`config.mk`:
```
export PLATFORM = sky130hd
export DESIGN_NAME = fexp_screen
export DESIGN_NICKNAME = d
export VERILOG_FILES = /design/src/hw/rtl/assert_macros.svh /design/src/hw/rtl/fexp_pkg.sv /design/src/hw/rtl/fexp_screen.sv
export SDC_FILE = /design/constraint.sdc
export NUM_CORES = 1
export LEC_CHECK = 0
export ABC_AREA = 1
export BUFFER_PORTS_ARGS = -buffer_cell sky130_fd_sc_hd__buf_2
export CAP_MARGIN = 25
export CORE_AREA = 3 3 56 58
export DETAILED_ROUTE_END_ITERATION = 12
export DIE_AREA = 0 0 59 61
export SYNTH_ARGS = -nofsm -noshare
export SYNTH_HDL_FRONTEND = slang
export SYNTH_SLANG_ARGS = --single-unit
```
`constraint.sdc`:
```
create_clock -name vclk -period 2.5
set_input_delay 0.25 -clock vclk [all_inputs]
set_output_delay 0.25 -clock vclk [all_outputs]
set_load 0.005 [all_outputs]
```
`src/hw/rtl/assert_macros.svh`:
```
// Assertion helpers shared by the RTL.
`ifndef ASSERT_MACROS_SVH
`define ASSERT_MACROS_SVH

// Checked outside reset only.
`define FEXP_ASSERT(label, prop, msg) \
  label: assert property (@(posedge clk) disable iff (!rst_n) prop) else $error(msg);

// Checked at every edge, reset included.
`define FEXP_ASSERT_ALWAYS(label, prop, msg) \
  label: assert property (@(posedge clk) prop) else $error(msg);

`endif

```
`src/hw/rtl/fexp_pkg.sv`:
```
package fexp_pkg;

  localparam int NUM_STAGES = 21;
  localparam int STG_W      = 5;

  localparam logic [31:0] QNAN_BITS = 32'h7FC00000;
  localparam logic [31:0] PINF_BITS = 32'h7F800000;
  localparam logic [31:0] OVF_BITS  = 32'h42B17218;  // 88.722839
  localparam logic [31:0] UNF_MAG   = 32'h42CFF1B5;  // magnitude of -103.972084

  localparam logic [31:0] INV_LN2 = 32'h3FB8AA3B;
  localparam logic [31:0] BIAS    = 32'h4B400000;
  localparam logic [31:0] LN2_HI  = 32'h3F317200;
  localparam logic [31:0] LN2_LO  = 32'h35BFBE8E;
  localparam logic [31:0] C6      = 32'h3AB4A000;
  localparam logic [31:0] C5      = 32'h3C092F6E;
  localparam logic [31:0] C4      = 32'h3D2AADAD;
  localparam logic [31:0] C3      = 32'h3E2AAA28;
  localparam logic [31:0] C2      = 32'h3EFFFFFB;
  localparam logic [31:0] ONE     = 32'h3F800000;
  localparam logic [31:0] SC2_LO  = 32'h1F800000;  // 2^-64
  localparam logic [31:0] SC2_HI  = 32'h40000000;  // 2.0

  typedef enum logic [2:0] {
    OP_MUL,
    OP_ADD,
    OP_SUB,
    OP_SC1,
    OP_SC2
  } op_t;

  typedef enum logic [2:0] {
    SRC_ACC,
    SRC_X,
    SRC_KF,
    SRC_F,
    SRC_K
  } src_t;

  typedef enum logic [1:0] {
    DST_ACC,
    DST_KF,
    DST_F
  } dst_t;

  typedef struct packed {
    op_t         op;
    src_t        sa;
    src_t        sb;
    dst_t        dst;
    logic [31:0] k;
  } ctl_t;

  typedef struct packed {
    logic        hit;
    logic [31:0] bits;
  } spec_t;

  typedef struct packed {
    logic [31:0] x;
    logic [31:0] kf;
    logic [31:0] f;
    logic [31:0] acc;
    spec_t       spec;
  } lane_t;

  function automatic ctl_t mk(op_t op, src_t sa, src_t sb, dst_t dst, logic [31:0] k);
    ctl_t c;
    c.op  = op;
    c.sa  = sa;
    c.sb  = sb;
    c.dst = dst;
    c.k   = k;
    return c;
  endfunction

  function automatic ctl_t stage_ctl(logic [STG_W-1:0] i);
    ctl_t c;
    case (i)
      5'd0:    c = mk(OP_MUL, SRC_X,   SRC_K,   DST_ACC, INV_LN2);
      5'd1:    c = mk(OP_ADD, SRC_ACC, SRC_K,   DST_ACC, BIAS);
      5'd2:    c = mk(OP_SUB, SRC_ACC, SRC_K,   DST_KF,  BIAS);
      5'd3:    c = mk(OP_MUL, SRC_KF,  SRC_K,   DST_ACC, LN2_HI);
      5'd4:    c = mk(OP_SUB, SRC_X,   SRC_ACC, DST_F,   ONE);
      5'd5:    c = mk(OP_MUL, SRC_KF,  SRC_K,   DST_ACC, LN2_LO);
      5'd6:    c = mk(OP_SUB, SRC_F,   SRC_ACC, DST_F,   ONE);
      5'd7:    c = mk(OP_MUL, SRC_K,   SRC_F,   DST_ACC, C6);
      5'd8:    c = mk(OP_ADD, SRC_ACC, SRC_K,   DST_ACC, C5);
      5'd9:    c = mk(OP_MUL, SRC_ACC, SRC_F,   DST_ACC, ONE);
      5'd10:   c = mk(OP_ADD, SRC_ACC, SRC_K,   DST_ACC, C4);
      5'd11:   c = mk(OP_MUL, SRC_ACC, SRC_F,   DST_ACC, ONE);
      5'd12:   c = mk(OP_ADD, SRC_ACC, SRC_K,   DST_ACC, C3);
      5'd13:   c = mk(OP_MUL, SRC_ACC, SRC_F,   DST_ACC, ONE);
      5'd14:   c = mk(OP_ADD, SRC_ACC, SRC_K,   DST_ACC, C2);
      5'd15:   c = mk(OP_MUL, SRC_ACC, SRC_F,   DST_ACC, ONE);
      5'd16:   c = mk(OP_ADD, SRC_ACC, SRC_K,   DST_ACC, ONE);
      5'd17:   c = mk(OP_MUL, SRC_ACC, SRC_F,   DST_ACC, ONE);
      5'd18:   c = mk(OP_ADD, SRC_ACC, SRC_K,   DST_ACC, ONE);
      5'd19:   c = mk(OP_SC1, SRC_ACC, SRC_K,   DST_ACC, ONE);
      5'd20:   c = mk(OP_SC2, SRC_ACC, SRC_K,   DST_ACC, ONE);
      default: c = mk(OP_SC2, SRC_ACC, SRC_K,   DST_ACC, ONE);
    endcase
    return c;
  endfunction

  // Single-precision multiply, round to nearest even. Subnormal operands
  // read as zero; subnormal and infinite results are produced properly.
  function automatic logic [31:0] fmul(logic [31:0] a, logic [31:0] b);
    logic               s;
    logic [23:0]        ma, mb;
    logic [47:0]        p, m;
    logic signed [10:0] e, d1;
    logic [5:0]         sh;
    logic [95:0]        ext;
    logic [7:0]         ef;
    logic [22:0]        fr;
    logic               g, st, up;
    logic [30:0]        mag;
    s   = a[31] ^ b[31];
    ma  = {1'b1, a[22:0]};
    mb  = {1'b1, b[22:0]};
    p   = ma * mb;
    m   = p[47] ? p : {p[46:0], 1'b0};
    e   = $signed({3'b000, a[30:23]}) + $signed({3'b000, b[30:23]})
          - (p[47] ? 11'sd126 : 11'sd127);
    d1  = 11'sd1 - e;
    sh  = (e >= 11'sd1) ? 6'd0 : ((d1 > 11'sd48) ? 6'd48 : d1[5:0]);
    ext = {m, 48'b0} >> sh;
    ef  = (e >= 11'sd1) ? e[7:0] : 8'd0;
    fr  = ext[94:72];
    g   = ext[71];
    st  = |ext[70:0];
    up  = g & (st | fr[0]);
    mag = {ef, fr} + {30'b0, up};
    if (a[30:23] == 8'd0 || b[30:23] == 8'd0) begin
      return {s, 31'b0};
    end else if (e >= 11'sd255) begin
      return {s, PINF_BITS[30:0]};
    end
    return {s, mag};
  endfunction

  // Single-precision add, round to nearest even, subnormals included.
  function automatic logic [31:0] fadd(logic [31:0] a, logic [31:0] b);
    logic [31:0] l, sm;
    logic [7:0]  el, es, d, lim, sh, ef;
    logic [23:0] ml, ms;
    logic [4:0]  dc, lz;
    logic [51:0] bx;
    logic [26:0] aa, bb, n;
    logic [27:0] sum;
    logic [8:0]  e;
    logic [22:0] fr;
    logic        g, st, up;
    logic [30:0] mag;
    if (a[30:0] >= b[30:0]) begin
      l  = a;
      sm = b;
    end else begin
      l  = b;
      sm = a;
    end
    el  = (l[30:23] == 8'd0) ? 8'd1 : l[30:23];
    es  = (sm[30:23] == 8'd0) ? 8'd1 : sm[30:23];
    ml  = {|l[30:23], l[22:0]};
    ms  = {|sm[30:23], sm[22:0]};
    d   = el - es;
    dc  = (d > 8'd28) ? 5'd28 : d[4:0];
    bx  = {ms, 28'b0} >> dc;
    bb  = {bx[51:26], |bx[25:0]};
    aa  = {ml, 3'b000};
    sum = (l[31] == sm[31]) ? ({1'b0, aa} + {1'b0, bb}) : ({1'b0, aa} - {1'b0, bb});
    lz  = 5'd0;
    for (int i = 0; i < 27; i++) begin
      if (sum[i]) lz = 5'(26 - i);
    end
    if (sum[27]) begin
      n   = {sum[27:2], sum[1] | sum[0]};
      e   = {1'b0, el} + 9'd1;
      lim = 8'd0;
      sh  = 8'd0;
    end else begin
      lim = el - 8'd1;
      sh  = ({3'b000, lz} < lim) ? {3'b000, lz} : lim;
      n   = sum[26:0] << sh;
      e   = {1'b0, el} - {1'b0, sh};
    end
    ef  = n[26] ? e[7:0] : 8'd0;
    fr  = n[25:3];
    g   = n[2];
    st  = n[1] | n[0];
    up  = g & (st | fr[0]);
    mag = {ef, fr} + {30'b0, up};
    if (sum == 28'd0) begin
      return {l[31] & sm[31], 31'b0};
    end
    return {l[31], mag};
  endfunction

  // Integer value of a float that holds a whole number of small magnitude.
  function automatic logic signed [9:0] kint(logic [31:0] kf);
    logic [7:0]  e;
    logic [23:0] mv;
    logic [8:0]  mag;
    e  = kf[30:23];
    mv = {1'b1, kf[22:0]} >> (8'd150 - e);
    if (e < 8'd127) begin
      mag = 9'd0;
    end else if (e > 8'd134) begin
      mag = 9'd255;
    end else begin
      mag = mv[8:0];
    end
    return kf[31] ? -$signed({1'b0, mag}) : $signed({1'b0, mag});
  endfunction

  function automatic logic sc_pass(logic signed [9:0] k);
    return (k >= -10'sd126) && (k <= 10'sd127);
  endfunction

  function automatic logic [31:0] scale1(logic signed [9:0] k);
    logic signed [10:0] t;
    if (k < -10'sd126) begin
      t = $signed({k[9], k}) + 11'sd191;
      if (t < 11'sd1) t = 11'sd1;
    end else if (k > 10'sd127) begin
      t = 11'sd254;
    end else begin
      t = $signed({k[9], k}) + 11'sd127;
    end
    return {1'b0, t[7:0], 23'b0};
  endfunction

  function automatic logic [31:0] scale2(logic signed [9:0] k);
    return (k < -10'sd126) ? SC2_LO : SC2_HI;
  endfunction

endpackage

```
`src/hw/rtl/fexp_screen.sv`:
```
module fexp_screen (
  input  logic [31:0]     x_bits,
  output fexp_pkg::spec_t spec
);

  always_comb begin
    spec.hit  = 1'b0;
    spec.bits = 32'd0;
    if (x_bits[30:0] > fexp_pkg::PINF_BITS[30:0]) begin
      spec.hit  = 1'b1;
      spec.bits = fexp_pkg::QNAN_BITS;
    end else if (!x_bits[31] && x_bits[30:0] > fexp_pkg::OVF_BITS[30:0]) begin
      spec.hit  = 1'b1;
      spec.bits = fexp_pkg::PINF_BITS;
    end else if (x_bits[31] && x_bits[30:0] > fexp_pkg::UNF_MAG[30:0]) begin
      spec.hit  = 1'b1;
      spec.bits = 32'd0;
    end
  end

endmodule

```
# After elaboration in Yosys (flattened, before gate mapping)
# Index checks and enable logic that the tools add are counted.
# classes
addsub	0
n_mul	0
n_div	0
magnitude_cmp	3
n_eq_ne	0
shift	0
muxes	3
bitwise	0
n_reduce_logical	3
# ops
cell	count
$mux W33	3
$gt A31 B31 Y1 const B	3
$logic_and A1 B1 Y1	2
$logic_not A1 Y1	1
# totals
regBits	0
latch_bits	0
ram_bits	0
rom_bits	0
elab_cells	9
memories	0

# Logic depth before layout (Yosys ltp)
# Gate-level depths: netlist of the first run.
# depth
ltp_word	5
ltp_mapped	11
ltp_nobuf	11

# Worst setup path after synthesis of the first run
# Ideal clock, no wire load.
# synth_timing
path_type	input -> output
from	input x_bits[1]
to	output spec[24] (netlist bit)
t_arrival_ns	1.139
required_ns	2.250
slack_ns	1.111
stages	9
path_buffers	1
cell_sequence	nor2_1 -> nand2_1 -> nor3_1 -> nand2_1 -> nor2_2 -> nor2_1 -> nand2_2 -> nand2_1 -> buf_4
# synth_rtl
item	line	rtl
from (decl)	fexp_screen.sv:2	input logic [31:0] x_bits,
to (decl)	fexp_screen.sv:3	output fexp_pkg::spec_t spec

==> results of run 1 <==
## kinds of logic after synthesis
| family | after synthesis |
|---|---|
| AO/OA/AOI/OAI | 4 |
| buffers and inverters | 57 |
| other | 1 |
| AND/OR/NAND/NOR | 95 |
## placed cells by master, fill, tap and decap left out
cell	n
buf_2	42
nand2_1	39
inv_1	23
conb_1	23
nor2_1	22
nand3_1	8
nor2_2	5
nand4_1	5
inv_2	4
nor3_1	4
nand2_2	3
nand3_2	3
o21ai_1	3
nor4_1	2
nor2_4	2
nand4_2	1
o21ai_0	1
nand3b_1	1
## final cells by class
class / count / area [sq um] / area share [%]
repair buffers: 42 / 210.2 / 23.05
multi-input cells: 122 / 561.8 / 61.59
inverters: 27 / 101.3 / 11.11
well taps: 31 / 38.79 / 4.252
## Yosys cell counts
cell type	number
nand2_1	39
buf_4	30
o21ai_1	3
nand2_2	3
nor2_1	22
nand4_2	1
nor2_4	2
inv_1	23
nor4_1	2
conb_1	1
o21ai_0	1
nor2_2	5
nand4_1	5
nand3_2	3
nand3_1	8
nor3_1	4
nand3b_1	1
inv_2	4
## power by group through the flow
| stage | Sequential [mW] | Combinational, mW | Clock [mW] |
|---|---|---|---|
| detailed placement | 0 | 0.106 | 0 |
| global placement | 0 | 0.106 | 0 |
| CTS | 0 | 0.107 | 0 |
| global route | 0 | 0.123 | 0 |
| floorplan | 0 | 0.0883 | 0 |
| finish | 0 | 0.106 | 0 |
## metal layers
| layer | GRT usage (%) | share of wire (%) | vias to the layer above |
|---|---|---|---|
| li1 | - | - | 495 |
| met1 | 11.03 | 39 | 379 |
| met2 | 19.72 | 53 | 38 |
| met3 | 0.6383 | 8.0 | 0 |
| met4 | 0 | 0 | 0 |
| met5 | 0 | 0 | - |
## final timing paths
check	startpoint	end
min	x_bits[31]	spec[32]
max	x_bits[17]	spec[27]
## tightest hold or removal path, stage by stage
cell and delay [ns]:
buf_2 0.09, nor2_1 0.04, nand2_2 0.06, nand2_1 0.04, buf_2 0.12
==> flow_metrics.env, run 1 <==
export IMPL_status="complete, no violations"
export IMPL_synth_top_family_by_area="simple AND/OR/NAND/NOR gates"
export IMPL_critPathMaxStageDelay_ns=0.20
export IMPL_detail_route_vias_per_cell=4.108
export IMPL_synth_top_cell_by_area="buf_4"
export IMPL_synth_adder_area_share_pct=0
export IMPL_ant_nets=0
export IMPL_period_minus_slack_ns=1.600
export IMPL_power_switching_mw=0.06464
export IMPL_core_sq_um=2710
export IMPL_muxShareOfSynthArea_pct=0
export IMPL_p_clk_share_pct=0
export IMPL_antenna_cells=0
export IMPL_crit_path_end_kind="primary output"
export IMPL_path_class="input pin to primary output"
export IMPL_crit_family="simple AND/OR/NAND/NOR gates"
export IMPL_cp_cell_sequence="buf_2, nor2_2, nand3_1, nor3_1, nand3_1, nand2_1, nand2_1, buf_2"
export IMPL_rsz0062_at_grt="false"
export IMPL_die_w_um=59
export IMPL_synth_cell_types=18
export IMPL_gr_total_overflow=0
export IMPL_worst_slack_ns=0.8998
export IMPL_post_cts_setup_buffers=0
export IMPL_seq_cells=0
export IMPL_gp_congestion=0.8420
export IMPL_fin_nets=225
export IMPL_hold_path_cell_count=5
export IMPL_hp_class="input pin to primary output"
export IMPL_utilization_pct=33.66
export IMPL_final_cell_area_sq_um=912.1
export IMPL_syn_avg_cell_area_sq_um=5.132
export IMPL_post_route_drc_count=0
export IMPL_yosys_warnings=0
export IMPL_critPathLaunchType="input pin"
export IMPL_whs_ns=0.8555
export IMPL_regArea_sq_um=0
export IMPL_max_clock_freq_ghz=0.6249
export IMPL_finalHoldViolations=0
export IMPL_ctsHoldBuffers=0
export IMPL_power_frac_comb_pct=100.0
export IMPL_die_area_sq_um=3599
export IMPL_setup_viol=0
export IMPL_seqPwrFrac_pct=0
export IMPL_max_vdd_ir_drop_v=0.00004266
export IMPL_power_density_nw_per_um2=116.7
export IMPL_port_buffers=42
export IMPL_yosysTopAreaCellShare_pct=27.95
export IMPL_p_leak_nw=0.5647
export IMPL_synthSimpleGateAreaFrac_pct=56.52
export IMPL_yosysSeqAreaShare_pct=0
export IMPL_worst_path_stages=8
export IMPL_syn2layout_area_growth_pct=13.20
export IMPL_fillers=344
export IMPL_fin_setup_tns_ns=0
export IMPL_grt_antenna_before_repair=0
export IMPL_swShare_pct=60.71
export IMPL_dr_first_iter_drc_count=15
export IMPL_drt_wl_total_mm=1.883
export IMPL_worst_endpoint_required_ns=2.25
export IMPL_drive_gt1_share_pct=31.41
export IMPL_cell_internal_pwr_mw=0.04184
export IMPL_hpwl_mm=1.774
export IMPL_track_usage_pct=9.470
export IMPL_clockBufferCount=0
export IMPL_synth_cells=157
export IMPL_finalPower_mw=0.1065
export IMPL_drv_cap=0
export IMPL_maxSlewViolCount=0
export IMPL_fp_dieH_um=61
export IMPL_cts_resized_gates=0
export IMPL_final_cell_count_no_fill=222
export IMPL_worst_path_buf_inv=2
export IMPL_vias=912
export IMPL_grt_pass1_wl_mm=2.801
export IMPL_fin_crit_sh_pct=64.01
export IMPL_dpl_instance_area_sq_um=912.1
export IMPL_cp_max_fo=8
export IMPL_drtPass1Iterations=4
export IMPL_grt_pass1_vias=744
export IMPL_avgRoutedWirePerCell_um=8.482
export IMPL_critPathSlowestCell="nor3_1"
export IMPL_synthTopCellsByArea="buf_4, nand2_1, inv_1, nor2_1, nand3_1"
export IMPL_row_count=19
export IMPL_synth_xor_area_share_pct=0
export IMPL_grt_max_degree=9
export IMPL_start_util_pct=29.73
export IMPL_syn_cell_area_sq_um=805.8
export IMPL_top_level_ports=65
export IMPL_placed_cells_incl_taps=222
export IMPL_cp_data_arrival_time_ns=1.35
export IMPL_synth_compound_gate_area_share_pct=2.484
export IMPL_pre_cts_slack_ns=0.8954
(Power assumes the default switching activity.)
==> run 2: changes to the inputs <==
ABC_AREA = 0   (was 1)
CORE_AREA = 3 3 48 50   (was 3 3 56 58)
DIE_AREA = 0 0 51 53   (was 0 0 59 61)
PLACE_DENSITY = 0.73   (was unset)
clock period = 1.4 ns   (was 2.5 ns; I/O delays follow)
==> run 2 against run 1 <==
The flow now finishes with violations (negative setup slack). Total power is 79% higher. Non-clock buffer count is 12 higher. Synthesized cell count is 48% lower. Routed wire length is 3.7% lower. Sequential cell count stayed put. Worst setup slack worse by 1.2 ns. Critical path depth is 1 lower. Largest cell class unchanged.
==> flow_metrics.env, run 2 <==
export IMPL_gr_total_overflow=0
export IMPL_worst_slack_ns=-0.3371
export IMPL_synth_cells=82
export IMPL_cp_cell_sequence="buf_2, nand4b_1, nor2_1, nand4_1, o41ai_2, o221ai_2, buf_2"
export IMPL_grt_pass1_vias=617
export IMPL_drt_wl_total_mm=1.814
export IMPL_start_util_pct=28.99
export IMPL_yosysMostFrequentCell="buf_4"
export IMPL_final_cell_mix="buf_2, conb_1, buf_4, nor2_1, nand2_1"
export IMPL_worst_endpoint_required_ns=1.26
export IMPL_cell_internal_pwr_mw=0.09449
export IMPL_swShare_pct=50.32
export IMPL_ant_nets=0
export IMPL_row_count=16
export IMPL_p_leak_nw=0.4169
export IMPL_ctsHoldBuffers=0
export IMPL_dr_first_iter_drc_count=26
export IMPL_synthTopCellsByCount="buf_4, nor2_1, nand2_1, nand3_1"
export IMPL_detail_route_vias_per_cell=4.806
export IMPL_cp_data_arrival_time_ns=1.60
export IMPL_fin_crit_sh_pct=124.1
export IMPL_core_sq_um=1942
export IMPL_cpMostUsedCell="buf_2"
export IMPL_path_class="input pin to primary output"
export IMPL_finalPower_mw=0.1902
export IMPL_grt_pass1_wl_mm=2.497
export IMPL_top_level_ports=65
export IMPL_die_area_sq_um=2703
export IMPL_power_switching_mw=0.09570
export IMPL_yosysSeqAreaShare_pct=0
export IMPL_seqPwrFrac_pct=0
export IMPL_utilization_pct=43.30
export IMPL_rsz0062_at_grt="true"
export IMPL_syn_avg_cell_area_sq_um=6.866
export IMPL_setup_viol=9
export IMPL_max_clock_freq_ghz=0.5757
export IMPL_yosysTopAreaCellShare_pct=40.00
export IMPL_yosys_warnings=0
export IMPL_violations="negative setup slack"
export IMPL_critPathLaunchType="input pin"
export IMPL_fin_nets=162
export IMPL_drtPass1Iterations=4
export IMPL_grt_antenna_before_repair=0
export IMPL_crit_family="simple AND/OR/NAND/NOR gates"
export IMPL_antenna_cells=0
export IMPL_clockBufferCount=0
export IMPL_fp_dieH_um=53
export IMPL_maxSlewViolCount=0
export IMPL_grt_max_degree=9
export IMPL_power_density_nw_per_um2=226.2
export IMPL_hp_class="input pin to primary output"
export IMPL_critPathMaxStageDelay_ns=0.43
export IMPL_port_buffers=42
export IMPL_syn2layout_area_growth_pct=49.33
export IMPL_seq_cells=0
export IMPL_crit_path_end_kind="primary output"
export IMPL_power_frac_comb_pct=100.0
export IMPL_status="complete, but fails checks"
export IMPL_hpwl_mm=1.455
export IMPL_gp_congestion=0.8551
export IMPL_avgRoutedWirePerCell_um=11.70
export IMPL_regArea_sq_um=0
export IMPL_fillers=206
export IMPL_synth_top_cell_by_area="buf_4"
export IMPL_cp_max_fo=4
export IMPL_synth_cell_types=27
export IMPL_drv_cap=0
export IMPL_period_minus_slack_ns=1.737
export IMPL_finalHoldViolations=0
export IMPL_post_route_drc_count=0
export IMPL_synthTopCellsByArea="buf_4, nand3_1, nand4_1, nor4_2, nor2_1"
export IMPL_layout_commonest_cell="buf_2"
export IMPL_critPathSlowestCell="o41ai_2"
export IMPL_max_vdd_ir_drop_v=0.00008532
export IMPL_fin_setup_tns_ns=-2.650
export IMPL_drive_gt1_share_pct=51.56
export IMPL_syn_cell_area_sq_um=563.0
export IMPL_worst_path_buf_inv=2
export IMPL_vias=745
export IMPL_die_w_um=51
export IMPL_track_usage_pct=11.45
export IMPL_p_clk_share_pct=0
[run 2: cell count changes after synthesis, sizes merged, moves of 2 or more]
cell / delta
nand2: -37
inv: -26
nor2: -23
nand3: -6
a21oi: +3
nor4: +3
o21ai: -3
a21o: +2
nand4: -2
nand4b: +2
o21a: +2
[run 2: stage by stage]
step                      instance area (sq um)  worst slack, ns  hold WS, ns  instances
after CTS                                 795.8          -0.3032       0.6903        154
final                                     840.8          -0.3371       0.6659        155
after global placement                    752.0          -0.2330       0.6796        153
after global routing                      840.8          -0.4050       0.6844        155
after floorplan                           658.1         -0.09657       0.4415        104
after detailed placement                  752.0          -0.3063       0.6861        153
[run 2: path summary, 6_finish.rpt]
path / start / end / cells after the start
setup / recovery: x_bits[24] / spec[32] / 7
hold / removal: x_bits[31] / spec[32] / 4
[run 2: logic make-up after synthesis]
group           count (synthesis)  share of synthesized area [%]
simple gates                   33                          36.00
buf+inv                        31                          40.67
other cells                     1                         0.6660
compound gates                 17                          22.67
[run 2: metal layers]
metal  track usage, %  wire, um  part of all wire [%]  vias up
met5                0         0                     0        -
met4            3.587        23                   1.3        0
met3            1.690       198                    11        6
met2            21.46       929                    51       52
met1            13.17       662                    36      341
li1                 -         -                     -      346
[run 2: what timing repair did]
action,4_1_cts,5_1_grt
gates cloned,0,0
setup endpoints to repair,9,10
buffers inserted,1,1
pin swaps,5,5
resized for setup,6,8
[run 2: final cells by class]
class,count,area (sq um),area share [%]
multi-input combinational,73,474.2,56.40
timing repair buffer,54,329.1,39.14
inverter,1,3.754,0.4464
tap,27,33.78,4.018
[run 2: power groups by stage]
stage	Combinational [mW]	Sequential [mW]	Clock, mW
floorplan	0.122	0	0
global placement	0.161	0	0
detailed placement	0.166	0	0
CTS	0.175	0	0
global route	0.209	0	0
finish	0.190	0	0
